==> src/rtl/brf_pkg.sv <==
`default_nettype none
package brf_pkg;

	localparam int BYTE_W = 8;
	localparam int ARG_W  = 10;
	localparam int CNT_W  = 10;
	localparam int CFG_W  = 11;
	localparam int CMD_W  = 3;

	localparam logic [CFG_W-1:0] RING_SIZE_RST = 11'd1024;

	typedef enum logic [CMD_W-1:0] {
		CMD_PUSH   = 3'd0,
		CMD_POP    = 3'd1,
		CMD_PEEK   = 3'd2,
		CMD_SKIP   = 3'd3,
		CMD_FLUSH  = 3'd4,
		CMD_CONTIG = 3'd5,
		CMD_STATUS = 3'd6
	} cmd_t;

	typedef struct packed {
		logic [CMD_W-1:0]  cmd;
		logic [BYTE_W-1:0] wr_byte;
		logic [ARG_W-1:0]  count_or_offset;
	} req_t;

	typedef struct packed {
		logic [BYTE_W-1:0] rd_byte;
		logic              ok;
		logic [CNT_W-1:0]  count;
		logic [CNT_W-1:0]  fill_count;
		logic [CNT_W-1:0]  free_space;
		logic              is_empty;
		logic              is_full;
	} rsp_t;

	typedef struct packed {
		logic load;
		logic calc;
		logic exec;
		logic post;
	} ctrl_t;

endpackage
`default_nettype wire

==> src/rtl/brf_ctrl.sv <==
`default_nettype none
module brf_ctrl (
	input  wire logic           clk,
	input  wire logic           arst_n,
	input  wire logic           start,
	output logic                busy,
	output logic                done,
	output brf_pkg::ctrl_t      ctrl
);

	typedef enum logic [1:0] {
		ST_IDLE,
		ST_CALC,
		ST_EXEC,
		ST_POST
	} state_t;

	state_t state_q;
	logic   busy_q;
	logic   done_q;

	always_ff @(posedge clk or negedge arst_n) begin
		if (!arst_n) begin
			state_q <= ST_IDLE;
			busy_q  <= 1'b0;
			done_q  <= 1'b0;
		end else begin
			done_q <= (state_q == ST_POST);
			case (state_q)
				ST_IDLE: begin
					if (start) begin
						state_q <= ST_CALC;
						busy_q  <= 1'b1;
					end
				end
				ST_CALC: begin
					state_q <= ST_EXEC;
				end
				ST_EXEC: begin
					state_q <= ST_POST;
				end
				ST_POST: begin
					state_q <= ST_IDLE;
					busy_q  <= 1'b0;
				end
				default: begin
					state_q <= ST_IDLE;
					busy_q  <= 1'b0;
				end
			endcase
		end
	end

	assign busy = busy_q;
	assign done = done_q;
	assign ctrl = '{
		load: start && !busy_q,
		calc: (state_q == ST_CALC),
		exec: (state_q == ST_EXEC),
		post: (state_q == ST_POST)
	};

endmodule
`default_nettype wire

==> config.mk <==
export PLATFORM = sky130hd
export DESIGN_NAME = brf_ctrl
export DESIGN_NICKNAME = d
export VERILOG_FILES = /design/src/rtl/brf_pkg.sv /design/src/rtl/brf_ctrl.sv
export SDC_FILE = /design/constraint.sdc
export NUM_CORES = 1
export LEC_CHECK = 0
export BUFFER_PORTS_ARGS = -buffer_cell sky130_fd_sc_hd__buf_2
export CORE_AREA = 2 2 39 41
export CTS_BUF_LIST = sky130_fd_sc_hd__clkbuf_8
export CTS_CLUSTER_DIAMETER = 120
export DETAILED_ROUTE_END_ITERATION = 7
export DIE_AREA = 0 0 41 43
export GPL_ROUTABILITY_DRIVEN = 0
export PLACE_DENSITY_LB_ADDON = 0.15
export SLEW_MARGIN = 10
export SYNTH_ARGS = -nofsm -noshare
export SYNTH_HDL_FRONTEND = slang
export SYNTH_SLANG_ARGS = --single-unit
==> constraint.sdc <==
create_clock -name clk -period 1.25 [get_ports clk]
set_input_delay 0.1875 -clock clk [delete_from_list [all_inputs] [get_ports clk]]
set_output_delay 0.1875 -clock clk [all_outputs]
set_load 0.02 [all_outputs]
After elaboration in Yosys (flattened, before gate mapping)
Index checks and enable logic that the tools add are counted.
Word-level totals
  flip-flop bits (word level): 4
  input port bits: 3
Operators by class
  multiplexer cells: 4
  equal/unequal tests: 4
  reduce and logical (&&, ||, !) cells: 5
Operators by type and width (count)
  $pmux W2 S4: 1
  $eq A2 B2 Y1 const B: 2
  $eq A2 B1 Y1 const B: 1
  $logic_not A2 Y1: 1
  $mux W2: 1
  $ne A2 B2 Y1 const B: 1
  $pmux W1 S2: 1
  $reduce_and A2 Y1: 1
  $reduce_bool A2 Y1: 1
  $logic_and A1 B1 Y1: 1
  $logic_not A1 Y1: 1
  $mux W1: 1

Depth between registers and ports, before layout
  depth in word-level cells: 3
  mapped depth: 4
  mapped depth without buffers: 4

Least setup slack after synthesis
Ideal clock, no wire load.
  path type: flip-flop to flip-flop
  start point: register state_q[0]
  end point: register state_q[1]
  required time: 1125 ps
  data arrival time: 1069 ps
  clock period less this slack: 1194 ps
  setup time: 125 ps
  buffers on the path: 0
  path slack: 56 ps
  cell stages (with the launch flop): 5
  cell sequence: dfrtp_1 > inv_1 > ha_1 > nand2b_1 > mux2_4
On the way
  cells in the longest elaborated chain, start to end: 2
  elaborated cells on any way between the ends: 6
RTL lines
  start: declaration: RTL line brf_ctrl.sv:18  | state_t state_q;
  start signal: assignment: RTL line brf_ctrl.sv:24  | state_q <= ST_IDLE;
  start signal: assignment: RTL line brf_ctrl.sv:32  | state_q <= ST_CALC;
  start signal: assignment: RTL line brf_ctrl.sv:37  | state_q <= ST_EXEC;
  $eq A2 B2 Y1, or another cell as far along: RTL line brf_ctrl.sv:29  | case (state_q)
  $pmux W2 S4 or $ne A2 B2 Y1 (tied branches)
Several ways; a longest one is shown, not always the timed one.
A chain may end at the register's enable or synchronous reset.

==> out/metrics.cfg <==
[outcome]
status = completed

[die]
die_height_um = 43
die_width_um = 41
fp.dieArea_sq_um = 1760
fp.coreArea_sq_um = 1380
design.portCount = 9
initial_utilization_pct = 16.9
core.rowCount = 14

[synth]
post_synth_num_cell_types = 9
yosys.area_share.simple_pct = 8.56
syn-num-nets = 28
yosys-mux-area-fraction_pct = 15.0
yosys_warnings = 0
synth_sequential_area_ratio_pct = 42.8
synth-xor-area-share_pct = 0
synth_top_family_by_area = adder cells
syn-mean-instance-area_sq_um = 11.7
post-synth-top-area-cell = dfrtp_1
post_synth_fa_ha_maj_area_fraction_pct = 26.7
synth_compound_area_share_pct = 2.14
synth.area.top_cells = dfrtp_1 43%, ha_1 27%, mux2i_1 8.6%
postSynthCellCount = 20
yosys_register_bits = 4
syn-cell-area_sq_um = 234
synth_top_cell_area_share_pct = 42.8

[power]
switching_share_pct = 37.2
power_leakage_uw = 0.000213
pwr-share-clk_pct = 21.4
p_comb_share_pct = 60.1
power_report.internal_total_uw = 802
p_seq_share_pct = 18.5
power-per-cell-area_nw_per_um2 = 2940
worst_ir_drop_vdd_v = 0.000920
report.power.total_uw = 1280
total_net_switching_power_uw = 475

[placement]
portBuffers = 8
dp_worst_setup_slack_ns = 0.0521
detailed_place.area_sq_um = 309
place.detailed.hpwl_um = 368

[sta]
final_min_period_over_clock_period_pct = 98.2
unrepaired_setup_endpoints_after_global_routing = true
timing.final.max_slew_violations = 0
max-slew-margin-rel_pct = 89.2
layout_setup_ws_ns = 0.0225
whs_ns = 0.301
clock.fmax_mhz = 815
finalSetupViolations = 0
final.min_clock_period_ns = 1.23
finalClockSkew_ns = 0.000929
tightest_slew_ns = 0.157
final-hold-violation-count = 0

[hold_path]
min-delay-path-class = in2async

[clock_tree]
clock_sink_count = 4
ctsLongestPathBuffers = 2
clk_pin_slew_worst_paths_ns = 0.03
cts_inserted_buffers = 3
htree_levels = 1
cts.root.buffer_cell = clkbuf_8
tritoncts = yes
clk-insertion-delay-late_ns = 0.21

[critical_path]
cpLargestDelayFamily = flip-flops
crit-reg2reg-launch = state_q[1]
path_common_cell = buf_6
cp.buffers_inverters = 2
timing.critical_path.from_type = flop
criticalPathCategory = reg2out
crit-reg2reg-capture = state_q[1]
worstPathRequired_ns = 1.06
worstPathCellList = buf_6 -> ha_4 -> buf_6
critPathArrivalTime_ns = 1.04
worst-path-max-fanout = 4
worst-r2r-cell-count = 4
cp-end-kind = output pin
r2r_slack_ns = 0.06
max_stage_delay_ns = 0.39
critical-path-slowest-cell = dfrtp_1

[layout]
layout_cell_share_with_drive_strength_beyond_1_pct = 57.1
count_of_inserted_antenna_diode_cells = 0
utilization_pct = 31.4
fin_nets = 45
postLayoutCellArea_sq_um = 434
flow.area_growth_from_synthesis_pct = 85.6
num-fill-cells = 156

[detailed_routing]
first_iteration_detailed_routing_drc_count = 1
final_antenna_net_count = 0
first_pass_iters = 4
drt-wirelength-per-cell_um = 9.82
drc = 0
detailroute.via_count = 199
detail_route.wirelength_um = 501
vias_per_cell = 3.90

[global_routing]
pin_count_of_the_biggest_net_entering_global_routing = 5
grt_antenna_before_repair = 0
globalRouteTotalUtil_pct = 7.24
grt_first_pass_wirelength_um = 765
grt_pass1_vias = 204
grt-ovfl-total = 0

[job]
maxCapViolations = 0

==> power by group through the flow <==
stage,Combinational (uW),Sequential [uW],Clock (uW)
2_1_floorplan,323,279,0
3_3_place_gp,547,228,0
3_5_place_dp,559,224,0
4_1_cts,676,230,281
5_1_grt,826,249,285
6_report,767,236,274
==> worst register-to-register path, cell delays in order, from the launching register on <==
cell and delay [ns]:
dfrtp_1 0.39, inv_1 0.15, ha_4 0.18, nand2b_1 0.07, mux2_4 0.29
==> layout by cell type, fill, tap and decap left out <==
| master | synthesis | final |
|---|---|---|
| ha_1 | 5 | 1 |
| nor2b_1 | 1 | 1 |
| nand2b_1 | 1 | 1 |
| dlygate4sd3_1 | 0 | 1 |
| mux2i_1 | 2 | 2 |
| mux2_4 | 1 | 1 |
| nor2_1 | 2 | 2 |
| inv_2 | 0 | 1 |
| buf_4 | 0 | 1 |
| ha_4 | 0 | 3 |
| buf_6 | 0 | 5 |
| inv_1 | 3 | 2 |
| buf_2 | 0 | 5 |
| a21oi_1 | 1 | 1 |
| ha_2 | 0 | 1 |
| dfrtp_1 | 4 | 4 |
| clkbuf_8 | 0 | 3 |
==> cells in the mapped netlist <==
cell	number
a21oi_1	1
dfrtp_1	4
nor2b_1	1
nor2_1	2
ha_1	5
inv_1	3
mux2_4	1
mux2i_1	2
nand2b_1	1
==> cell families after synthesis <==
group                      count (synthesis)
AOI/OAI and AO/OA                          1
buffers and inverters                      3
adders and majority gates                  5
muxes                                      3
DFF                                        4
and+or+nand+nor                            4
==> per-stage QoR <==
stage	TNS [ns]	std cells
6_report	0	51
3_3_place_gp	0	46
5_1_grt	-0.0280	51
3_5_place_dp	0	46
4_1_cts	0	50
2_1_floorplan	0	20
==> worst max-delay path by stage <==
stage	start	endpoint	slack, ns	cells past startpoint
floorplan	state_q[0]	state_q[1]	0.06	4
global placement	state_q[0]	state_q[1]	0.04	4
detailed placement	state_q[0]	state_q[1]	0.05	4
CTS	state_q[1]	ctrl[1]	0.0009	3
global route	state_q[0]	ctrl[0]	-0.01	3
finish	state_q[0]	ctrl[0]	0.02	3
==> state kept, by name, summed over array words and instances, names as in the netlist <==
name     count
state_q      2
busy         1
done         1
==> routing by layer <==
metal  vias up  GRT usage [%]  share of wire (%)
met5         -              0                  0
met4         0           12.0                3.8
met3         2              0                3.6
met2         6           10.6                 50
met1        98           6.45                 42
li1         93              -                  -
==> timing repair <==
item                                   4_1_cts  5_1_grt
resized for setup                           11        5
setup endpoints to repair                    3        4
endpoints found under the hold margin        4        0
buffers inserted                             0        1
hold buffers                                 1        0
pin swaps                                    0        1
==> layout make-up <==
cell class	count	area [sq um]	share of cell area, %
Multi-Input combinational cell	13	163	37.5
Sequential cell	4	100	23.1
Timing Repair Buffer	12	98.8	22.8
Clock buffer	3	41.3	9.51
Tap cell	16	20.0	4.61
Inverter	3	11.3	2.59
No activity file was read; power rests on OpenSTA's default activity.
